===== src/design/fat12cw_pkg.sv =====
// shared types and constants for the fat12 cluster chain walker
package fat12cw_pkg;

    localparam int TABLE_BYTES = 8192;
    localparam int MAX_RUN     = 64;

    localparam int ADDR_W = $clog2(TABLE_BYTES);
    localparam int RUN_W  = $clog2(MAX_RUN + 1);
    localparam int CL_W   = 12;
    localparam int BADDR_W = 13;
    localparam int LIM_W  = 14;

    localparam logic [CL_W-1:0]  END_MARK  = 12'hFF8;
    localparam logic [7:0]       NIBBLE    = 8'h0f;
    localparam logic [LIM_W-1:0] LIM_RESET = 14'd8192;

    localparam logic [1:0] KIND_LOAD  = 2'd0;
    localparam logic [1:0] KIND_START = 2'd1;
    localparam logic [1:0] KIND_CONT  = 2'd2;

    typedef struct packed {
        logic [CL_W-1:0] cluster;
        logic            cluster_valid;
        logic            chain_done;
        logic            out_of_range;
        logic            last;
    } t_res;

    typedef struct packed {
        logic              en;
        logic [ADDR_W-1:0] addr;
        logic [7:0]        data;
    } t_ram_wr;

endpackage


===== src/design/fat12cw_walker.sv =====
// item decode and chain walk sequencer around one shared index adder
module fat12cw_walker
    import fat12cw_pkg::*;
(
    input  logic               i_clk,
    input  logic               i_rst_n,
    input  logic               i_valid,
    output logic               o_stall,
    input  logic [1:0]         i_kind,
    input  logic [BADDR_W-1:0] i_byte_address,
    input  logic [7:0]         i_byte_value,
    input  logic [CL_W-1:0]    i_start_cluster,
    input  logic [LIM_W-1:0]   i_limit,
    input  logic               i_room,
    output t_ram_wr            o_wr,
    output logic [ADDR_W-1:0]  o_rd_addr,
    input  logic [7:0]         i_rd_data,
    output logic               o_push,
    output t_res               o_res
);

    localparam logic [2:0] S_IDLE   = 3'd0;
    localparam logic [2:0] S_CHECK  = 3'd1;
    localparam logic [2:0] S_RD1    = 3'd2;
    localparam logic [2:0] S_RD2    = 3'd3;
    localparam logic [2:0] S_CAP    = 3'd4;
    localparam logic [2:0] S_ERR    = 3'd5;
    localparam logic [2:0] S_NOWALK = 3'd6;

    logic [2:0]         r_state, n_state;
    logic [CL_W-1:0]    r_cursor, n_cursor;
    logic               r_active, n_active;
    logic [RUN_W-1:0]   r_n, n_n;
    logic               r_pend_v, n_pend_v;
    logic [CL_W-1:0]    r_pend_c, n_pend_c;
    logic [BADDR_W-1:0] r_idx, n_idx;
    logic [7:0]         r_lo, n_lo;

    logic               accept;
    logic [LIM_W-1:0]   three_c;
    logic [BADDR_W-1:0] idx;
    logic [LIM_W-1:0]   idx_p1;
    logic               oor;
    logic               marker;
    logic               cap_near;
    logic [CL_W-1:0]    next_c;
    logic [7:0]         hi_masked;

    assign accept = i_valid && !o_stall;
    assign o_stall = (r_state != S_IDLE);

    // shared unit: byte index 3c/2 and its range check
    assign three_c  = {1'b0, r_cursor, 1'b0} + {2'b00, r_cursor};
    assign idx      = three_c[LIM_W-1:1];
    assign idx_p1   = {1'b0, idx} + LIM_W'(1);
    assign oor      = (idx_p1 >= i_limit);
    assign marker   = (r_cursor >= END_MARK);
    assign cap_near = (r_n >= RUN_W'(MAX_RUN - 1));

    // packed 12-bit entry from the two table bytes
    assign hi_masked = i_rd_data & NIBBLE;
    assign next_c = r_pend_c[0] ? {i_rd_data, r_lo[7:4]} : {hi_masked[3:0], r_lo};

    always_comb begin
        n_state  = r_state;
        n_cursor = r_cursor;
        n_active = r_active;
        n_n      = r_n;
        n_pend_v = r_pend_v;
        n_pend_c = r_pend_c;
        n_idx    = r_idx;
        n_lo     = r_lo;
        o_push   = 1'b0;
        o_res    = '0;
        o_wr.en   = 1'b0;
        o_wr.addr = i_byte_address[ADDR_W-1:0];
        o_wr.data = i_byte_value;
        o_rd_addr = idx[ADDR_W-1:0];
        case (r_state)
            S_IDLE: begin
                if (accept) begin
                    case (i_kind)
                        KIND_LOAD: begin
                            o_wr.en = ({1'b0, i_byte_address} < LIM_W'(TABLE_BYTES));
                        end
                        KIND_START: begin
                            n_cursor = i_start_cluster;
                            n_active = 1'b1;
                            n_n      = '0;
                            n_pend_v = 1'b0;
                            n_state  = S_CHECK;
                        end
                        KIND_CONT: begin
                            n_n      = '0;
                            n_pend_v = 1'b0;
                            n_state  = r_active ? S_CHECK : S_NOWALK;
                        end
                        default: begin
                        end
                    endcase
                end
            end
            S_CHECK: begin
                if (marker) begin
                    if (r_pend_v) begin
                        if (i_room) begin
                            o_push = 1'b1;
                            o_res  = '{r_pend_c, 1'b1, 1'b0, 1'b0, 1'b0};
                            n_pend_v = 1'b0;
                        end
                    end else if (i_room) begin
                        o_push = 1'b1;
                        o_res  = '{r_cursor, 1'b0, 1'b1, 1'b0, 1'b1};
                        n_active = 1'b0;
                        n_state  = S_IDLE;
                    end
                end else if (oor) begin
                    if (cap_near) begin
                        // no room for member plus error: close the run on the pending member
                        if (i_room) begin
                            o_push = 1'b1;
                            o_res  = '{r_pend_c, 1'b1, 1'b0, 1'b0, 1'b1};
                            n_pend_v = 1'b0;
                            n_state  = S_IDLE;
                        end
                    end else if (r_pend_v) begin
                        if (i_room) begin
                            o_push = 1'b1;
                            o_res  = '{r_pend_c, 1'b1, 1'b0, 1'b0, 1'b0};
                            n_pend_v = 1'b0;
                        end
                    end else if (i_room) begin
                        o_push = 1'b1;
                        o_res  = '{r_cursor, 1'b1, 1'b0, 1'b0, 1'b0};
                        n_n     = r_n + RUN_W'(1);
                        n_state = S_ERR;
                    end
                end else begin
                    if (r_pend_v) begin
                        if (i_room) begin
                            o_push = 1'b1;
                            o_res  = '{r_pend_c, 1'b1, 1'b0, 1'b0, 1'b0};
                            n_pend_v = 1'b0;
                        end
                    end else begin
                        // member held back until we know whether it ends the item
                        n_pend_v = 1'b1;
                        n_pend_c = r_cursor;
                        n_n      = r_n + RUN_W'(1);
                        n_idx    = idx;
                        n_state  = S_RD1;
                    end
                end
            end
            S_RD1: begin
                n_lo      = i_rd_data;
                o_rd_addr = ADDR_W'(r_idx + BADDR_W'(1));
                n_state   = S_RD2;
            end
            S_RD2: begin
                n_cursor = next_c;
                n_state  = (r_n == RUN_W'(MAX_RUN)) ? S_CAP : S_CHECK;
            end
            S_CAP: begin
                if (i_room) begin
                    o_push = 1'b1;
                    o_res  = '{r_pend_c, 1'b1, 1'b0, 1'b0, 1'b1};
                    n_pend_v = 1'b0;
                    n_state  = S_IDLE;
                end
            end
            S_ERR: begin
                if (i_room) begin
                    o_push = 1'b1;
                    o_res  = '{r_cursor, 1'b0, 1'b1, 1'b1, 1'b1};
                    n_active = 1'b0;
                    n_state  = S_IDLE;
                end
            end
            S_NOWALK: begin
                if (i_room) begin
                    o_push = 1'b1;
                    o_res  = '{{CL_W{1'b0}}, 1'b0, 1'b1, 1'b0, 1'b1};
                    n_state = S_IDLE;
                end
            end
            default: begin
                n_state = S_IDLE;
            end
        endcase
    end

    always_ff @(posedge i_clk) begin
        if (!i_rst_n) begin
            r_state  <= S_IDLE;
            r_cursor <= '0;
            r_active <= 1'b0;
            r_n      <= '0;
            r_pend_v <= 1'b0;
        end else begin
            r_state  <= n_state;
            r_cursor <= n_cursor;
            r_active <= n_active;
            r_n      <= n_n;
            r_pend_v <= n_pend_v;
        end
        r_pend_c <= n_pend_c;
        r_idx    <= n_idx;
        r_lo     <= n_lo;
    end

    a_push_needs_room: assert property (@(posedge i_clk) disable iff (!i_rst_n)
        o_push |-> i_room)
        else $error("result pushed into a full output stage");

    a_run_bound: assert property (@(posedge i_clk) disable iff (!i_rst_n)
        r_n <= RUN_W'(MAX_RUN))
        else $error("run count beyond cap");

    a_member_not_done: assert property (@(posedge i_clk) disable iff (!i_rst_n)
        (o_push && o_res.cluster_valid) |-> !o_res.chain_done && !o_res.out_of_range)
        else $error("chain member flagged as done");

    a_read_has_pending: assert property (@(posedge i_clk) disable iff (!i_rst_n)
        (r_state == S_RD2) |-> r_pend_v)
        else $error("entry read without a pending member");

    a_walk_leaves_idle: assert property (@(posedge i_clk) disable iff (!i_rst_n)
        (accept && (i_kind == KIND_START)) |=> (r_state == S_CHECK))
        else $error("start item did not begin a walk");

endmodule


===== config.mk =====
export PLATFORM = sky130hd
export DESIGN_NAME = fat12cw_walker
export DESIGN_NICKNAME = d
export VERILOG_FILES = /design/src/design/fat12cw_pkg.sv /design/src/design/fat12cw_walker.sv
export SDC_FILE = /design/constraint.sdc
export NUM_CORES = 1
export LEC_CHECK = 0
export BUFFER_PORTS_ARGS = -buffer_cell sky130_fd_sc_hd__buf_2
export CAP_MARGIN = 20
export CELL_PAD_IN_SITES_DETAIL_PLACEMENT = 1
export CELL_PAD_IN_SITES_GLOBAL_PLACEMENT = 1
export CORE_MARGIN = 5
export CORE_UTILIZATION = 41
export CTS_CLUSTER_DIAMETER = 40
export DETAILED_ROUTE_END_ITERATION = 8
export PLACE_DENSITY = 0.88
export SYNTH_ARGS = -nofsm -noshare
export SYNTH_HDL_FRONTEND = slang
export SYNTH_SLANG_ARGS = --single-unit

===== constraint.sdc =====
create_clock -name i_clk -period 14.41 [get_ports i_clk]
set_input_delay 2.882 -clock i_clk [delete_from_list [all_inputs] [get_ports i_clk]]
set_output_delay 2.882 -clock i_clk [all_outputs]
set_load 0.05 [all_outputs]

After elaboration in Yosys (flattened, before gate mapping) --
Index checks and enable logic that the tools add are counted.
Word-level totals: flip-flop bits (word level) 57, input bits 61, output and inout port bits 53, word-level logic and storage cells 121
Operators by class: $add $sub $neg 4, order comparisons 3, equality and inequality tests 22, multiplexer cells 64, bitwise gates (word level) 3, reduce and logical (&&, ||, !) cells 17
Operators by type and width (count):
- $mux W16 | 11
- $pmux W16 S4 | 1
- $mux W7 | 8
- $mux W12 | 3
- $mux W3 | 12
- $pmux W12 S2 | 1
- $mux W1 | 21
- $ne A3 B3 Y1 const B | 5
- $pmux W3 S5 | 1
- $add A13 B1 Y14 const B | 1
- $add A13 B12 Y14 | 1
- $ge A14 B14 Y1 | 1
- $pmux W7 S2 | 1
- $add A13 B1 Y13 const B | 1
- $mux W13 | 1
- $ge A12 B12 Y1 const B | 1
- $ne A2 B2 Y1 const B | 5
- $eq A3 B3 Y1 const B | 3
- $reduce_bool A3 Y1 | 3
- $reduce_and A8 Y1 | 1
- $add A7 B1 Y7 const B | 1
- $eq A7 B7 Y1 const B | 1
- $ge A7 B6 Y1 const B | 1
- $eq A3 B2 Y1 const B | 2
- 21 further kinds | 26

Longest topological paths before layout --
Gate-level depths: netlist of the first run.
depth in word-level cells 7, gate-level depth with buffers 20, mapped depth without buffers 19

Least setup slack after synthesis of the first run --
Ideal clock, no wire load.
path kind input-to-output, start point in i_limit[3], end point out o_res[10] in the netlist's numbering, data arrival time 5.161 ns, required time 11.528 ns, path slack 6.367 ns, stages on the path 11, path buffers 2, cells stage by stage inv_1 ha_1 a21o_1 a211oi_1 o21ai_1 a221oi_1 o21ai_1 clkbuf_1 o21ai_1 clkbuf_1 o221ai_1
RTL lines:
- from (decl) | line fat12cw_walker.sv:13 | input logic [LIM_W-1:0] i_limit,
- to (decl) | line fat12cw_walker.sv:19 | output t_res o_res

==> results by group, run 1 <==
Drt
  • Final ANT Viol Nets: 0
  • Vias per cell: 5.75
  • Routed Wire Length: 13700 um
  • DRC: 0
  • Vias: 4300
  • First-pass DRT Iterations: 5
  • WL per Instance: 18.3 um
  • Initial DRC Count: 207

Clocking
  • Total clock sinks: 57
  • Htree depth: 3
  • Cts repair resizes: 0
  • Total CTS buffers: 9
  • Root Buffer: clkbuf_16
  • Maximum clock path buffer count: 2
  • Worst-Skew Late Latency: 0.34 ns
  • Reg clk slew, reported paths: 0.06 ns
  • Setup Buffers After CTS: 0
  • CTS Hold Bufs: 0
  • CTS tree: done

Global routing
  • Largest net degree at the start of global routing: 34
  • Gr ovfl total: 0
  • Antenna violations before repair: 0
  • First-pass GRT wire length: 22200 um
  • GRT Total Usage: 0.193
  • Number of global-route vias before repair: 4469

Yosys
  • Synth Instances: 563
  • Top post-synthesis cells by area: edfxtp_1 21%, dfxtp_1 10%, ha_1 9.5%
  • Yosys cell types: 69
  • Top cell type's share of synthesized area: 0.208
  • Ys flop type: edfxtp_1
  • Number of synthesized flops with an enable pin: 33
  • FFs w/ async S/R, synth: 0
  • Commonest cells in the netlist: 64 x nor2_1, 49 x nand2_1, 45 x a21oi_1
  • Syn nets: 661
  • Yosys reg bits: 57
  • Cell taking the most area after synthesis: edfxtp_1
  • Syn avg cell area: 8.45 sq um
  • Count leader, synth: nor2_1
  • Cell Area, Synth: 4760 sq um
  • Register area share after synthesis: 0.309
  • Synthesis warning total: 0

Place
  • Dpl hpwl: 10000 um
  • GPL Wtd Cong: 0.832
  • PortBufs: 71
  • Placed instance area: 5010 sq um
  • Placed insts: 730

Finish
  • Fin cells: 748
  • Layout cells sized above 1: 0.183
  • Final Util: 0.468
  • Diodes inserted: 0
  • Finished Cell Area: 5340 sq um
  • Synthesis-to-layout area growth: 12.2%
  • Layout Nets: 698

Pwr
  • PD cells: 156 nW/um^2
  • Pleak: 2.28 nW
  • VDD IR-drop max: 0.105 mV
  • Total power: 830 uW

Setup path
  • End point of the critical path: o_res[0]
  • R2R cell count: 18
  • CP Capture Type: primary output
  • Largest delay contributor family on the critical path: compound AO/OA/AOI/OAI gates
  • Reg2Reg Capture Point: r_pend_c[10]
  • CP Launch Type: flop
  • Max incr delay on CP: 0.92 ns
  • Crit. Startpoint: r_cursor[1]
  • Number of cells on the critical path: 19
  • Crit path kind: flop to primary output
  • Crit-path cells: ha_1 -> inv_1 -> fa_1 -> o21bai_2 -> a21oi_1 -> xnor2_1 -> nand2_1 -> or3_1 -> nor2_1 -> xor2_1 -> ha_1 -> a21o_1 -> a21o_1 -> a221oi_1 -> o21ai_1 -> o21ai_1 -> a2bb2oi_1 -> nor2_1 -> buf_2
  • CP required: 11.53 ns
  • CP max FO: 12
  • Setup slack, reg-to-reg: 8.92 ns
  • CP max-delay cell: o21ai_1
  • Reg2Reg Launch Point: r_cursor[1]
  • Worst Path Buf+Inv: 2
  • Worst EP arrival: 6.14 ns

Floorplanning
  • Core area: 11400 sq um
  • Top Ports: 114
  • Core Rows: 39
  • Die width: 118 um
  • DIE AREA: 13900 sq um
  • Starting density of the core: 0.417
  • Die Y: 118 um

Outcome
  • Outcome: finished, final reports clean

Timing
  • Fin crit period: 9.02 ns
  • Worst-Margin Slew: 1.05 ns
  • Clk_skew: 0.00937 ns
  • Final setup viols: 0
  • Slew HR: 0.293
  • Max-slew violations: 0
  • Final worst-path cycle share: 0.626
  • Unrepaired setup endpoints after global routing: false
  • Hold Violations, Final: 0
  • Setup TNS: 0 ns
  • Fmax: 111 MHz

Job
  • Total of max-cap violations: 0

Hold path
  • Min-Delay Path Class: flop to flop
==> where the power goes <==
part / switching (mW) / internal [mW] / total [mW]
Sequential: 0.0395 / 0.217 / 0.256
Combinational: 0.247 / 0.110 / 0.357
Clock: 0.0826 / 0.134 / 0.217
Total: 0.370 / 0.461 / 0.830
==> cells in the final DEF, fill, tap and decap left out, types with 13 or more instances in the layout <==
cell type  synthesis  routed
a211oi_1          15      15
a21oi_1           45      45
a31oi_1           15      15
buf_2              1      71
dfxtp_1           24      24
edfxtp_1          33      33
ha_1              36      36
inv_1             33      33
mux2i_1           15      15
nand2_1           49      49
nand3_1           17      17
nor2_1            64      64
nor2b_1           15      15
o221ai_1          13      13
xnor2_1           16      16
xor2_1            16      16
==> tightest hold or removal path, delay by kind of cell (launching register included) <==
family | cells | cell delay (ns)
DFF | 1 | 0.36
and+or+nand+nor | 1 | 0.08
AOI/OAI and AO/OA | 1 | 0.06
==> routing by layer <==
layer	GRT usage	up-vias	routed length (um)
met2	0.337	150	6720
met1	0.239	2062	5960
li1	-	2068	-
met5	0	-	0
met4	0.0437	0	196
met3	0.0500	20	808
==> sequential cells by signal, indices dropped and copies added (netlist names) <==
signal and count:
r_active 1, r_idx 13, r_lo 8, r_n 7
r_cursor 12, r_pend_c 12, r_pend_v 1, r_state 3
==> cells by family after synthesis <==
family / after synthesis / synth area share
adders and majority gates: 37 / 0.0988
DFF: 57 / 0.309
buffers and inverters: 85 / 0.0928
AOI/OAI and AO/OA: 144 / 0.207
and+or+nand+nor: 191 / 0.191
muxes: 15 / 0.0315
xor gates and xnor gates: 34 / 0.0704
==> worst min path at each step <==
stage                     start  depth (start not counted)  slack, ns          end
floorplan                r_n[1]                          2       0.49       r_n[1]
global placement         r_n[1]                          2       0.52       r_n[1]
detailed placement       r_n[4]                          2       0.54       r_n[4]
CTS                      r_n[1]                          2       0.55       r_n[1]
global route        r_cursor[9]                          0       0.57  r_pend_c[9]
finish                   r_n[0]                          2       0.54       r_n[0]
==> cell type report <==
cell class	instances	area (sq um)
Fill cell	1408	6080
Multi-Input combinational cell	421	2850
Inverter	34	128
Clock inverter	6	70.1
Tap cell	143	179
Clock buffer	10	229
Timing Repair Buffer	77	410
Sequential cell	57	1470
==> stage by stage <==
| step | hold slack, ns | worst slack [ns] |
|---|---|---|
| 6_report | 0.545 | 5.39 |
| 3_3_place_gp | 0.520 | 5.76 |
| 5_1_grt | 0.574 | 5.08 |
| 3_5_place_dp | 0.544 | 5.56 |
| 4_1_cts | 0.554 | 5.47 |
| 2_1_floorplan | 0.490 | 6.37 |
No activity file was read; power rests on OpenSTA's default activity.
==> run 2: changes to the inputs <==
--- a/config.mk
+++ b/config.mk
@@ -5,15 +5,16 @@
 export SDC_FILE = /design/constraint.sdc
 export NUM_CORES = 1
 export LEC_CHECK = 0
+export ABC_AREA = 1
 export BUFFER_PORTS_ARGS = -buffer_cell sky130_fd_sc_hd__buf_2
 export CAP_MARGIN = 20
 export CELL_PAD_IN_SITES_DETAIL_PLACEMENT = 1
 export CELL_PAD_IN_SITES_GLOBAL_PLACEMENT = 1
 export CORE_MARGIN = 5
-export CORE_UTILIZATION = 41
+export CORE_UTILIZATION = 39
 export CTS_CLUSTER_DIAMETER = 40
 export DETAILED_ROUTE_END_ITERATION = 8
-export PLACE_DENSITY = 0.88
+export PLACE_DENSITY = 0.87
 export SYNTH_ARGS = -nofsm -noshare
 export SYNTH_HDL_FRONTEND = slang
 export SYNTH_SLANG_ARGS = --single-unit
==> constraint.sdc (replaced) <==
create_clock -name i_clk -period 8.7 [get_ports i_clk]
set_input_delay 1.74 -clock i_clk [delete_from_list [all_inputs] [get_ports i_clk]]
set_output_delay 1.74 -clock i_clk [all_outputs]
set_load 0.05 [all_outputs]
==> run 2 against run 1 <==
Against the previous run: total power increased by 99%; final area grew 6.1%; worst setup slack got worse by 3.0 ns; synthesized cell count is 29% higher; routed wire length rose by 10%; clock-buffer cell count fell by 1; combinational power up 140%; register-to-register slack got worse by 5.1 ns; sequential power rose by 79%; critical path type unchanged; critical endpoint is now o_res[7]; highest routed layer unchanged.
==> results by group, run 2 <==
Finish
  • Commonest non-fill, non-tap cell in the layout: nand2_1
  • Layout Nets: 871 (+25%)
  • Diodes inserted: 0 (unchanged)
  • Finished Cell Area: 5670 sq um (+6.1%)
  • Fin cells: 950 (+27%)
  • Largest Register: r_idx
  • Biggest regs: r_idx x13, r_cursor x12, r_pend_c x12
  • Synthesis-to-layout area growth: 13.0%
  • Most frequent cells in the layout: 192 x nand2_1, 88 x inv_1, 71 x buf_2, 60 x nor2_1, 52 x a21oi_1
  • Max reg flops: 13 (unchanged)
  • Fillers: 1729 (+23%)
  • Layout cells sized above 1: 0.167 (-0.0164)

Clocking
  • Total CTS buffers: 9 (unchanged)
  • Reg clk slew, reported paths: 0.06 ns (about the same)
  • Maximum clock path buffer count: 2 (unchanged)
  • Root Buffer: clkbuf_16
  • CTS Hold Bufs: 0 (unchanged)
  • Total clock sinks: 57 (unchanged)
  • Htree depth: 3 (unchanged)
  • Worst-Skew Late Latency: 0.34 ns (about the same)
  • Setup Buffers After CTS: 0 (unchanged)
  • Cts repair resizes: 0 (unchanged)
  • CTS tree: done

Floorplanning
  • Core Rows: 41 (+5.1%)
  • Die Y: 123 um (+4.8%)
  • Core area: 12600 sq um (+11%)
  • DIE AREA: 15200 sq um (+9.9%)
  • Starting density of the core: 0.397 (-0.0193)
  • Die width: 123 um (+4.8%)
  • Top Ports: 114 (unchanged)

Place
  • Placed instance area: 5360 sq um (+6.9%)
  • GPL Wtd Cong: 0.910 (+9.4%)
  • Dpl hpwl: 11600 um (+16%)
  • Placed insts: 933 (+28%)
  • Pre-CTS setup slack: 2.74 ns (-2.83 ns)
  • PortBufs: 71 (unchanged)

Yosys
  • Top cell type's share of synthesized area: 0.198 (-0.0106)
  • Yosys reg bits: 57 (unchanged)
  • Commonest cells in the netlist: 192 x nand2_1, 88 x inv_1, 60 x nor2_1
  • Count leader, synth: nand2_1
  • Syn avg cell area: 6.90 sq um (-18%)
  • Top post-synthesis cells by area: edfxtp_1 20%, nand2_1 14%, dfxtp_1 9.6%
  • Cell Area, Synth: 5020 sq um (+5.4%)
  • Number of synthesized flops with an enable pin: 33 (unchanged)
  • Ys flop type: edfxtp_1
  • Syn nets: 825 (+25%)
  • Yosys cell types: 42 (-39%)
  • Synthesis warning total: 0 (unchanged)
  • Synth Instances: 727 (+29%)
  • FFs w/ async S/R, synth: 0 (unchanged)
  • Cell taking the most area after synthesis: edfxtp_1
  • Register area share after synthesis: 0.293 (-0.0158)

Outcome
  • Outcome: finished, final reports clean

Drt
  • Routed Wire Length: 15100 um (+10%)
  • WL per Instance: 15.9 um (-13%)
  • Vias: 5007 (+16%)
  • First-pass DRT Iterations: 5 (unchanged)
  • Initial DRC Count: 262 (+27%)
  • Vias per cell: 5.27 (-8.3%)
  • DRC: 0 (unchanged)
  • Final ANT Viol Nets: 0 (unchanged)

Setup path
  • CP max FO: 12 (unchanged)
  • Crit. Startpoint: r_cursor[1]
  • CP max-delay cell: fa_1
  • CP required: 6.96 ns (-4.57 ns)
  • Crit-path cells: ha_1 -> inv_1 -> fa_1 -> inv_1 -> ha_1 -> inv_1 -> nor2_1 -> nand3_1 -> nor2_1 -> nand4_1 -> nor2_2 -> nand2_1 -> nand2_1 -> nand2_1 -> ha_1 -> nand2_1 -> nor2_1 -> nand2_1 -> nor2_1 -> nor2_1 -> nand3_1 -> inv_1 -> o221ai_1 -> buf_2
  • R2R cell count: 25 (+7)
  • Setup slack, reg-to-reg: 3.84 ns (-5.08 ns)
  • CP Launch Type: flop
  • Reg2Reg Launch Point: r_cursor[1]
  • Max incr delay on CP: 0.47 ns (-0.45 ns)
  • Worst EP arrival: 4.60 ns (-1.54 ns)
  • Crit path kind: flop to primary output
  • CP Capture Type: primary output
  • Reg2Reg Capture Point: r_idx[12]

Hold path
  • Min-Delay Path Class: flop to flop
  • Hold path depth: 2 (unchanged)
  • Endpoint of the worst hold path: r_active
  • Hold path startpoint: r_active

Global routing
  • GRT Max-Usage Layer: met2
  • Gr ovfl total: 0 (unchanged)
  • Largest net degree at the start of global routing: 26 (-24%)
  • Met1 Usage GRT: 0.245 (+0.00635)
  • Antenna violations before repair: 0 (unchanged)
  • GRT Total Usage: 0.205 (+0.0119)
  • Met2 Usage GRT: 0.377 (+0.0402)
  • First-pass GRT wire length: 24600 um (+11%)
  • Met3 usage: 0.0425 (-0.00743)
  • Number of global-route vias before repair: 5005 (+12%)

Timing
  • Setup TNS: 0 ns (unchanged)
  • Hold Violations, Final: 0 (unchanged)
  • Final setup viols: 0 (unchanged)
  • Slew HR: 0.363 (+0.0699)
  • Fin crit period: 6.34 ns
  • Clk_skew: 0.0104 ns (+0.00106 ns)
  • Final setup margin: 2.36 ns (-3.03 ns)
  • Unrepaired setup endpoints after global routing: false
  • Final Hold Slack: 0.476 ns (-0.0682 ns)
  • Worst-Margin Slew: 0.952 ns (-0.101 ns)
  • Fmax: 158 MHz
  • Final worst-path cycle share: 0.729
  • Max-slew violations: 0 (unchanged)

Pwr
  • PD cells: 291 nW/um^2 (+87%)
  • VDD IR-drop max: 0.144 mV (+37%)
  • Pleak: 2.68 nW (+17%)

Job
  • Total of max-cap violations: 0 (unchanged)
run 2: changes by cell type in the layout (fill, tap and decap cells not counted), moves of 8 or more:
cell and delta:
nand2_1 +143, inv_1 +55, nand3_1 +34, o21ai_0 +32
a211oi_1 -15, mux2i_1 -15, nor2b_1 -15, mux2_2 +12
xnor2_1 -11, o221ai_1 -10, xor2_1 -8
run 2: cells by family (layout without fill, tap and decap cells):
group,after synthesis,in the layout,synth area share
simple gates,340,340,0.291
flops,57,57,0.293
compound gates,132,132,0.150
mux,12,12,0.0269
buf+inv,136,187,0.122
xor+xnor,13,13,0.0227
fa+ha+maj,37,37,0.0938
run 2: final cells by class:
class,count,area (sq um),area share
multi-input combinational,534,2940,0.518
sequential,57,1470,0.260
timing repair buffer,74,398,0.0702
inverter,97,367,0.0647
clock buffer,9,225,0.0397
tap,172,215,0.0380
clock inverter,7,53.8,0.00949
run 2: where the power goes:
| part | internal, mW | switching [mW] |
|---|---|---|
| clock | 0.194 | 0.144 |
| sequential | 0.381 | 0.0771 |
| combinational | 0.243 | 0.612 |
run 2: through the flow:
stage / utilization / power [mW]
after global placement: 0.425 / 1.29
after floorplan: - / 1.10
final: 0.449 / 1.65
after global routing: 0.449 / 1.77
after detailed placement: 0.425 / 1.31
after CTS: 0.447 / 1.65
run 2: worst max-delay path by stage:
stage	to	cells past startpoint
finish	o_res[7]	24
global route	o_res[5]	24
CTS	o_res[10]	24
detailed placement	o_res[10]	24
global placement	o_res[8]	24
floorplan	o_res[2]	3
run 2: worst max-delay path: cells and delay by family (launching register included):
family / cells / cell delay (ns)
compound gates: 1 / 0.20
fa+ha+maj: 4 / 1.12
buf+inv: 5 / 0.83
flops: 1 / 0.42
simple gates: 14 / 1.67
run 2: metal layers:
metal	part of all wire	vias to the layer above	wire length [um]
li1	-	2495	-
met1	0.43	2388	6470
met2	0.52	103	7870
met3	0.041	21	615
met4	0.0094	0	142
met5	0	-	0
